===== src/hdl/rpc_pkg.sv =====
// Shared types, codes and constants of the plane consensus core.
`timescale 1ns / 1ps

package rpc_pkg;

    // Default store depth
    localparam int MAX_POINTS_DEF = 1024;

    // Cycles the setup chain needs to settle after the last sample point arrives
    localparam int SETUP_CYCLES = 8;

    // Operation codes carried in s_tuser
    typedef enum logic [1:0] {
        OP_LOAD  = 2'd0,
        OP_EVAL  = 2'd1,
        OP_CLEAR = 2'd2
    } op_t;

    // Result status codes carried in m_tuser
    typedef enum logic [2:0] {
        RES_STORED    = 3'd0,
        RES_FULL      = 3'd1,
        RES_CLEARED   = 3'd2,
        RES_BAD_INDEX = 3'd3,
        RES_DEGEN     = 3'd4,
        RES_EVALUATED = 3'd5
    } status_t;

    // Configuration register indexes
    typedef enum logic [1:0] {
        CFG_INLIER_DISTANCE = 2'd0,
        CFG_MIN_SPACING     = 2'd1,
        CFG_STOP_FRACTION   = 2'd2
    } cfg_index_t;

    // Point store read address source
    typedef enum logic [1:0] {
        RD_SCAN   = 2'd0,
        RD_FIRST  = 2'd1,
        RD_SECOND = 2'd2,
        RD_THIRD  = 2'd3
    } rd_sel_t;

    // Controller sequencer states
    typedef enum logic [3:0] {
        S_IDLE,
        S_CHECK,
        S_RD0,
        S_RD1,
        S_RD2,
        S_RD3,
        S_SETUP,
        S_DECIDE,
        S_SCAN,
        S_DRAIN,
        S_UPDATE,
        S_FINISH
    } state_t;

    // Configuration values
    typedef struct packed {
        logic [15:0] inlier_distance;
        logic [15:0] min_spacing;
        logic [8:0]  stop_fraction;
    } cfg_t;

    // Commands from controller to datapath
    typedef struct packed {
        logic    capture_in;
        logic    do_load;
        logic    do_clear;
        rd_sel_t rd_sel;
        logic    cap_p0;
        logic    cap_p1;
        logic    cap_p2;
        logic    scan_clear;
        logic    scan_issue;
        logic    update_best;
        logic    set_status;
        status_t status_code;
        logic    out_load;
    } rpc_cmd_t;

    // Status from datapath to controller
    typedef struct packed {
        op_t  op;
        logic store_full;
        logic idx_ok;
        logic degenerate;
        logic scan_last;
        logic pipe_busy;
        logic out_free;
    } rpc_stat_t;

endpackage


===== src/hdl/rpc_ctrl.sv =====
// Sequencer of the plane consensus core: steps each transaction through its phases.
`timescale 1ns / 1ps

module rpc_ctrl
(
    input  logic              clk,
    input  logic              rst_n,
    input  logic              s_tvalid,
    output logic              s_tready,
    input  rpc_pkg::rpc_stat_t stat,
    output rpc_pkg::rpc_cmd_t  cmd
);
    import rpc_pkg::*;

    state_t     state_reg, state_next;
    logic [3:0] wait_reg, wait_next;

    // State and setup wait counter
    always_ff @(posedge clk or negedge rst_n)
    begin
        if (!rst_n)
        begin
            state_reg <= S_IDLE;
            wait_reg  <= '0;
        end
        else
        begin
            state_reg <= state_next;
            wait_reg  <= wait_next;
        end
    end

    // Next state
    always_comb
    begin
        state_next = state_reg;
        wait_next  = wait_reg;
        case (state_reg)
            S_IDLE:
            begin
                if (s_tvalid)
                    state_next = S_CHECK;
            end
            S_CHECK:
            begin
                if (stat.op == OP_EVAL && stat.idx_ok)
                    state_next = S_RD0;
                else
                    state_next = S_FINISH;
            end
            S_RD0:    state_next = S_RD1;
            S_RD1:    state_next = S_RD2;
            S_RD2:    state_next = S_RD3;
            S_RD3:
            begin
                state_next = S_SETUP;
                wait_next  = 4'(SETUP_CYCLES - 1);
            end
            S_SETUP:
            begin
                if (wait_reg == '0)
                    state_next = S_DECIDE;
                else
                    wait_next = wait_reg - 4'd1;
            end
            S_DECIDE:
            begin
                if (stat.degenerate)
                    state_next = S_FINISH;
                else
                    state_next = S_SCAN;
            end
            S_SCAN:
            begin
                if (stat.scan_last)
                    state_next = S_DRAIN;
            end
            S_DRAIN:
            begin
                if (!stat.pipe_busy)
                    state_next = S_UPDATE;
            end
            S_UPDATE: state_next = S_FINISH;
            S_FINISH:
            begin
                if (stat.out_free)
                    state_next = S_IDLE;
            end
            default:  state_next = S_IDLE;
        endcase
    end

    // Outputs
    always_comb
    begin
        cmd             = '0;
        cmd.rd_sel      = RD_SCAN;
        cmd.status_code = RES_BAD_INDEX;
        s_tready        = 1'b0;
        case (state_reg)
            S_IDLE:
            begin
                s_tready       = 1'b1;
                cmd.capture_in = s_tvalid;
            end
            S_CHECK:
            begin
                case (stat.op)
                    OP_LOAD:
                    begin
                        cmd.set_status  = 1'b1;
                        cmd.do_load     = !stat.store_full;
                        cmd.status_code = stat.store_full ? RES_FULL : RES_STORED;
                    end
                    OP_CLEAR:
                    begin
                        cmd.set_status  = 1'b1;
                        cmd.do_clear    = 1'b1;
                        cmd.status_code = RES_CLEARED;
                    end
                    OP_EVAL:
                    begin
                        cmd.set_status  = !stat.idx_ok;
                        cmd.status_code = RES_BAD_INDEX;
                    end
                    default:
                    begin
                        cmd.set_status  = 1'b1;
                        cmd.status_code = RES_BAD_INDEX;
                    end
                endcase
            end
            S_RD0:    cmd.rd_sel = RD_FIRST;
            S_RD1:
            begin
                cmd.rd_sel = RD_SECOND;
                cmd.cap_p0 = 1'b1;
            end
            S_RD2:
            begin
                cmd.rd_sel = RD_THIRD;
                cmd.cap_p1 = 1'b1;
            end
            S_RD3:    cmd.cap_p2 = 1'b1;
            S_SETUP:  cmd.rd_sel = RD_SCAN;
            S_DECIDE:
            begin
                if (stat.degenerate)
                begin
                    cmd.set_status  = 1'b1;
                    cmd.status_code = RES_DEGEN;
                end
                else
                    cmd.scan_clear = 1'b1;
            end
            S_SCAN:   cmd.scan_issue = 1'b1;
            S_DRAIN:  cmd.rd_sel = RD_SCAN;
            S_UPDATE:
            begin
                cmd.update_best = 1'b1;
                cmd.set_status  = 1'b1;
                cmd.status_code = RES_EVALUATED;
            end
            S_FINISH: cmd.out_load = stat.out_free;
            default:  cmd.rd_sel = RD_SCAN;
        endcase
    end

endmodule


===== config.mk =====
export PLATFORM = sky130hd
export DESIGN_NAME = rpc_ctrl
export DESIGN_NICKNAME = d
export VERILOG_FILES = /design/src/hdl/rpc_pkg.sv /design/src/hdl/rpc_ctrl.sv
export SDC_FILE = /design/constraint.sdc
export NUM_CORES = 1
export LEC_CHECK = 0
export BUFFER_PORTS_ARGS = -buffer_cell sky130_fd_sc_hd__clkbuf_2
export CORE_MARGIN = 8
export CORE_UTILIZATION = 35
export CTS_BUF_LIST = sky130_fd_sc_hd__clkbuf_8
export DETAILED_ROUTE_END_ITERATION = 10
export PLACE_DENSITY = 0.68
export SYNTH_ARGS = -nofsm -noshare
export SYNTH_HDL_FRONTEND = slang
export SYNTH_SLANG_ARGS = --single-unit

===== constraint.sdc =====
create_clock -name clk -period 2.1 [get_ports clk]
set_input_delay 0.105 -clock clk [delete_from_list [all_inputs] [get_ports clk]]
set_output_delay 0.105 -clock clk [all_outputs]
set_load 0.03 [all_outputs]

==> results.md, run 1 <==
## Pwr
- 12.4% — clock network fraction of total power
- 0.4340 nW — Static Leak
- 68.3% — combinational share of power
- 51.50% — switching share of power
- 19.3% — sequential share of power
- 0.7229 mW — internal power contribution
- 0.7676 mW — power dissipated by switching net loads
- 0.9559 mV — Worst IR Drop VDD
- 1627 mW/mm2 — ratio of total power to cell area

## STA
- 0.3367 ns — Least-Margin Pin Slew
- 0 — hold violation count in the final report
- 0 ns — final sum of negative setup slack
- 0.2075 ns — fin worst setup slack
- 0.002904 ns — final setup skew
- 0 — final slew viol count
- 77.43% — Slew headroom
- 0.2603 ns — Final Hold Slack
- 90.12% — period utilisation layout
- 1.893 ns — post-layout minimum cycle time
- 0 — number of endpoints failing setup at the final stage
- false — unrepaired setup endpoints after global routing
- 0.5284 GHz — Highest Clock Rate

## Final layout
- 32.61% — Area growth, synth to finish
- 134 — NumNets Final
- 48.16% — final core area utilization
- 33.33% — share of layout cells above drive strength 1
- 0 — antenna diode count

## Worst setup path
- 5 — peak fanout along the critical path
- 2.00 ns — data required time at the worst endpoint
- 1.79 ns — arrival time at the worst endpoint
- flop to primary output — Setup CP Type
- primary output — Crit. End Element
- flop — nature of the critical path startpoint

## Route
- met4 — top metal layer carrying routed signals
- 842 um — Detail Route met2 WL
- 9 — initial detailed-routing violation count
- 0 — number of routed nets with antenna violations
- 872 um — wire length on met1
- 13.08 um — routed length per placed instance
- 1923 um — Final Routed Wirelength
- 4 — number of iterations in the first detailed-routing pass
- 761 — Vias
- 5.177 — routed via count divided by cell count
- 157 um — met3 routed wirelength
- 0 — number of remaining DRC errors

## CTS
- built — CTS tree
- clkbuf_8 — cell at the root of the clock tree
- 1 — H-tree Lvls
- 2 — Max clock buf depth
- 8 — CTS Sinks
- 0.04 ns — Clk pin slew, worst setup/hold paths
- 3 — TritonCTS Buffers
- 0 — number of gates given a new drive strength after cts
- 0.23 ns — Worst-Skew Late Latency

## Logic synthesis
- nor2_1, nor3_1, dfrtp_1 — top post-synthesis cells by count
- 0 — Post-synth EDFFs
- 35 — post-synthesis cell type count
- 28.99% — sequential area share after synthesis
- 8 — total of flip-flops plus latches after synthesis
- 91 — count of mapped cells out of synthesis
- 28.99% — area share of the largest cell type after synthesis
- dfrtp_1 — Yosys top cell by area
- 690.7 um2 — Cell Area, Synth
- dfrtp_1 — Post-synth top flop
- 0 — Warnings, synthesis
- 7.590 um2 — Mean Syn Cell Area
- dfrtp_1, nor3_1, nor2_1, a21oi_1, xnor2_1 — biggest area contributors in the synthesized netlist
- 100.0% — share of flip-flops with an asynchronous set or reset
- nor2_1 — most frequent cell after synthesis
- 103 — net count after synthesis

## GRT
- 3284 um — first-pass GRT wire length
- 779 — vias in the first global route
- 19 — largest net degree at the start of global routing
- 0 — aggregate global routing overflow
- 0 — initial antenna violation count
- 11.77% — global-route usage over all layers

## Die
- 36.32% — starting utilization of the core area
- 0.001902 mm2 — core region area
- 0.003651 mm2 — overall die area
- 28 — num ports
- 60.42 um — Die Y-Extent
- 16 — Core Rows
- 60.42 um — horizontal die dimension

## Placement
- 0.8405 — routability congestion estimate
- 27 — number of I/O port buffers
- 1541 um — HPWL after detailed placement
- 0.4475 ns — minimum setup slack after placement

## Job
- 0 — Max Cap Viol

## Outcome
- finished clean — outcome

## Hold path
- input port to async pin — Hold Path Class

[cell families (layout without fill, tap and decap cells)]
family	after synthesis	after routing	synth area share (%)
buffers and inverters	12	41	7.788
DFF	8	8	28.99
muxes	1	1	1.449
adders and majority gates	1	1	1.811
AOI/OAI and AO/OA	23	23	22.29
xor gates and xnor gates	3	3	3.805
and+or+nand+nor	43	43	33.88
[power groups by stage]
stage | Sequential [mW] | Combinational [mW] | Clock (mW)
floorplan | 0.282 | 0.786 | 0
global placement | 0.285 | 1.01 | 0
detailed placement | 0.289 | 1.02 | 0
CTS | 0.288 | 1.03 | 0.195
global route | 0.297 | 1.13 | 0.203
finish | 0.287 | 1.02 | 0.185
[cell usage in the layout (no fill, tap or decap), drive strengths merged]
| master | n |
|---|---|
| nor3 | 11 |
| xnor2 | 3 |
| nand2 | 6 |
| dlygate4sd3 | 1 |
| nor4 | 1 |
| a22o | 2 |
| and3 | 1 |
| nor2 | 11 |
| dfrtp | 8 |
| clkbuf | 30 |
| buf | 4 |
| a21oi | 7 |
| o2111ai | 1 |
| o31ai | 1 |
| nand3b | 2 |
| or2 | 2 |
| o21ai | 4 |
| a2111o | 1 |
| or3 | 1 |
| or4b | 1 |
| a211oi | 1 |
| inv | 6 |
| a21o | 1 |
| and2 | 3 |
| a211o | 1 |
| o21bai | 1 |
| o22ai | 3 |
| nand4bb | 1 |
| mux2i | 1 |
| ha | 1 |
| nand3 | 1 |
| nand2b | 2 |
[routing by layer]
| layer | track usage [%] | vias up |
|---|---|---|
| li1 | - | 383 |
| met1 | 12.71 | 340 |
| met2 | 19.36 | 31 |
| met3 | 4.237 | 7 |
| met4 | 6.977 | 0 |
| met5 | 0 | - |
[final timing paths]
path                       slack, ns  cells after the start                     start                       end
min in group clk                0.27                      4                   stat[3]  state_reg[1]$_DFFE_PN0P_
min reg2reg                     0.51                      1   wait_reg[0]$_DFFE_PN0P_   wait_reg[0]$_DFFE_PN0P_
max in group asynchronous       1.65                      2                     rst_n  state_reg[1]$_DFFE_PN0P_
max reg2reg                     0.51                      5  state_reg[3]$_DFFE_PN0P_   wait_reg[3]$_DFFE_PN0P_
min                             0.26                      2                     rst_n   wait_reg[1]$_DFFE_PN0P_
max                             0.21                      5  state_reg[2]$_DFFE_PN0P_                    cmd[1]
[cell type report]
type / count / area, um2
fillers: 206 / 985.9
multi-input cells: 71 / 442.9
flip-flops and latches: 8 / 200.2
repair buffers: 32 / 175.2
clock buffers: 3 / 41.29
well taps: 27 / 33.78
inverters: 6 / 22.52
[through the flow]
| step | instances | total power, mW | area [um2] |
|---|---|---|---|
| 6_report | 147 | 1.490 | 915.9 |
| 4_1_cts | 147 | 1.514 | 915.9 |
| 3_3_place_gp | 143 | 1.295 | 864.6 |
| 3_5_place_dp | 143 | 1.314 | 864.6 |
| 5_1_grt | 147 | 1.630 | 915.9 |
| 2_1_floorplan | 91 | 1.068 | 696.9 |
[worst max-delay path: stages (launching register included)]
cell,delay (ns)
dfrtp_1,0.40
or4b_4,0.53
or2_4,0.26
a21oi_2,0.11
o22ai_1,0.07
clkbuf_2,0.19
[what timing repair did]
item	CTS	global route
hold buffers	1	0
endpoints found under the hold margin	8	0
setup buffers	0	0
Note: power is estimated with default switching activity, not from simulation.
==> run 2: changes to the inputs <==
--- a/config.mk
+++ b/config.mk
@@ -5,12 +5,14 @@
 export SDC_FILE = /design/constraint.sdc
 export NUM_CORES = 1
 export LEC_CHECK = 0
+export ABC_AREA = 1
 export BUFFER_PORTS_ARGS = -buffer_cell sky130_fd_sc_hd__clkbuf_2
 export CORE_MARGIN = 8
 export CORE_UTILIZATION = 35
 export CTS_BUF_LIST = sky130_fd_sc_hd__clkbuf_8
+export CTS_CLUSTER_SIZE = 20
 export DETAILED_ROUTE_END_ITERATION = 10
-export PLACE_DENSITY = 0.68
+export PLACE_DENSITY_LB_ADDON = 0.1
 export SYNTH_ARGS = -nofsm -noshare
 export SYNTH_HDL_FRONTEND = slang
 export SYNTH_SLANG_ARGS = --single-unit
==> run 2 against run 1 <==
Register-to-register slack better by 0.17 ns. Combinational power rose by 7%. Total power is 6.1% higher. Global-route usage down 0.62 points. Largest cell class unchanged. Largest power group unchanged.
==> results.md, run 2 <==
## Outcome
- finished clean — outcome

## Route
- 4 — number of iterations in the first detailed-routing pass
- 925 um — wire length on met1
- met4 — top metal layer carrying routed signals
- 803 — Vias
- 843 um — Detail Route met2 WL
- 20 — initial detailed-routing violation count
- 11.20 um — routed length per placed instance
- 1926 um — Final Routed Wirelength
- 4.669 — routed via count divided by cell count
- 0 — number of remaining DRC errors
- 0 — number of routed nets with antenna violations
- 131 um — met3 routed wirelength

## Die
- 0.001982 mm2 — core region area
- 16 — Core Rows
- 0.003845 mm2 — overall die area
- 62.01 um — horizontal die dimension
- 62.01 um — Die Y-Extent
- 28 — num ports
- 37.37% — starting utilization of the core area

## Final layout
- 216 — # fillers
- 159 — NumNets Final
- clkbuf_2 — leading cell type in the layout, fill and taps excluded
- 0 — antenna diode count
- 29.73% — Area growth, synth to finish
- clkbuf_2, inv_1, nand2_1 — commonest non-fill, non-tap cells in the layout
- 33.79% — share of layout cells above drive strength 1
- 960.9 um2 — finished layout cell area

## GRT
- 0 — aggregate global routing overflow
- 780 — vias in the first global route
- 0 — initial antenna violation count
- 11.15% — global-route usage over all layers
- 9 — largest net degree at the start of global routing
- 3249 um — first-pass GRT wire length

## STA
- 82.77% — period utilisation layout
- false — unrepaired setup endpoints after global routing
- 0.5753 GHz — Highest Clock Rate
- 1.738 ns — post-layout minimum cycle time
- 0.0002388 ns — final setup skew
- 0.2448 ns — Final Hold Slack
- 0 ns — final sum of negative setup slack
- 0 — hold violation count in the final report
- 0 — final slew viol count
- 0.2599 ns — Least-Margin Pin Slew
- 0 — number of endpoints failing setup at the final stage
- 82.67% — Slew headroom

## Logic synthesis
- 114 — count of mapped cells out of synthesis
- 0 — Post-synth EDFFs
- 51.52% — simple logic cell fraction of the synthesized area
- 740.7 um2 — Cell Area, Synth
- 24 — post-synthesis cell type count
- dfrtp_1 — Yosys top cell by area
- 27.03% — area share of the largest cell type after synthesis
- 1.689% — area share of fa/ha/maj cells after synthesis
- 6.497 um2 — Mean Syn Cell Area
- 7.432% — complex-gate fraction of the synthesized area
- 126 — net count after synthesis
- dfrtp_1, nand3_1, inv_1, nand2_1, nor2_1 — biggest area contributors in the synthesized netlist
- 27.03% — sequential area share after synthesis
- 100.0% — share of flip-flops with an asynchronous set or reset
- simple AND/OR/NAND/NOR gates — main combinational cell family by area after synthesis
- 0 — Warnings, synthesis
- 8 — total of flip-flops plus latches after synthesis
- dfrtp_1 — Post-synth top flop
- 1.182% — XOR/XNOR share of the synthesized area
- inv_1, nand2_1, nor2_1, nand3_1, dfrtp_1 — top post-synthesis cells by count
- 0% — share of cell area taken by muxes after synthesis

## Pwr
- 1646 mW/mm2 — ratio of total power to cell area
- 0.5418 nW — Static Leak
- 0.8000 mV — Worst IR Drop VDD

## Placement
- 1653 um — HPWL after detailed placement
- 0.8443 — routability congestion estimate
- 909.6 um2 — total cell area at the placement stage
- 27 — number of I/O port buffers

## CTS
- clkbuf_8 — cell at the root of the clock tree
- 3 — TritonCTS Buffers
- 8 — CTS Sinks
- 2 — Max clock buf depth
- 0.23 ns — Worst-Skew Late Latency
- built — CTS tree
- 0.04 ns — Clk pin slew, worst setup/hold paths
- 1 — H-tree Lvls

## Worst setup path
- flop — nature of the critical path startpoint
- 2.00 ns — data required time at the worst endpoint
- 1.63 ns — arrival time at the worst endpoint
- 6 — peak fanout along the critical path
- primary output — Crit. End Element
- flop to primary output — Setup CP Type

## Hold path
- input port to flop — Hold Path Class

## Job
- 0 — Max Cap Viol

==> run 2: changes by cell type after synthesis, sizes merged, moves of 2 or more <==
cell and delta:
nand2 +18, inv +16, nand3 +15, nor2 +12, nor3 -7, a21oi -6
clkbuf -4, o21ai +4, xnor2 -3, a22o -2, and2 -2, buf -2
nand2b -2, o22ai -2
==> run 2: final cells by class <==
type | instances | area, um2 | share of cell area, %
clock buffer | 3 | 41.29 | 4.297
multi-input combinational | 84 | 457.9 | 47.66
sequential | 8 | 200.2 | 20.83
tap | 27 | 33.78 | 3.516
inverter | 22 | 82.58 | 8.594
timing repair buffer | 28 | 145.1 | 15.10
==> run 2: logic make-up (layout without fill, tap and decap cells) <==
logic type | after synthesis | in the layout
AOI/OAI and AO/OA | 10 | 10
xor gates and xnor gates | 1 | 1
adders and majority gates | 1 | 1
buffers and inverters | 22 | 53
DFF | 8 | 8
and+or+nand+nor | 72 | 72
==> run 2: what timing repair did <==
item | in CTS | in global routing
endpoints found under the hold margin | 8 | 0
setup endpoints to repair | 0 | 0
buffers inserted | 0 | 0
gates resized for setup | 0 | 0
hold buffers | 1 | 0
==> run 2: worst paths after layout <==
kind                                     startpoint                  endpoint  slack (ns)  depth (start not counted)
setup / recovery           state_reg[3]$_DFFE_PN0P_                    cmd[2]        0.36                          9
setup reg to reg           state_reg[1]$_DFFE_PN0P_  state_reg[3]$_DFFE_PN0P_        0.68                          8
hold / removal                              stat[1]  state_reg[0]$_DFFE_PN0P_        0.24                          4
min in group asynchronous                     rst_n   wait_reg[3]$_DFFE_PN0P_        0.26                          2
hold reg to reg             wait_reg[1]$_DFFE_PN0P_   wait_reg[1]$_DFFE_PN0P_        0.55                          2
max in group asynchronous                     rst_n  state_reg[0]$_DFFE_PN0P_        1.66                          2
==> run 2: through the flow <==
| step | total power [mW] | util (%) | setup slack, ns | std cells |
|---|---|---|---|---|
| after floorplan | 1.147 | - | 0.2392 | 114 |
| after global placement | 1.400 | 45.90 | 0.6053 | 168 |
| after detailed placement | 1.407 | 45.90 | 0.5967 | 168 |
| after CTS | 1.600 | 48.48 | 0.3452 | 172 |
| after global routing | 1.730 | 48.48 | 0.2059 | 172 |
| final | 1.582 | 48.48 | 0.3619 | 172 |
==> run 2: layer usage <==
metal | global-route usage, % | vias up
met3 | 4.115 | 4
li1 | - | 422
met2 | 15.49 | 24
met1 | 15.06 | 353
met4 | 4.221 | 0
met5 | 0 | -
==> run 2: worst max-delay path, cell delays in order (launching register included) <==
cell,delay [ns]
dfrtp_1,0.45
inv_2,0.15
nand2_4,0.10
nor2_4,0.10
inv_2,0.04
or2_1,0.21
nand2_1,0.08
inv_2,0.05
nand2_2,0.04
clkbuf_2,0.20
==> run 2: report_power, final <==
group | leakage (nW) | switching (mW) | internal, mW | total (mW)
Sequential | 0.0981 | 0.0773 | 0.234 | 0.311
Combinational | 0.422 | 0.764 | 0.324 | 1.09
Clock | 0.0216 | 0.0590 | 0.124 | 0.183
Total | 0.542 | 0.900 | 0.681 | 1.58
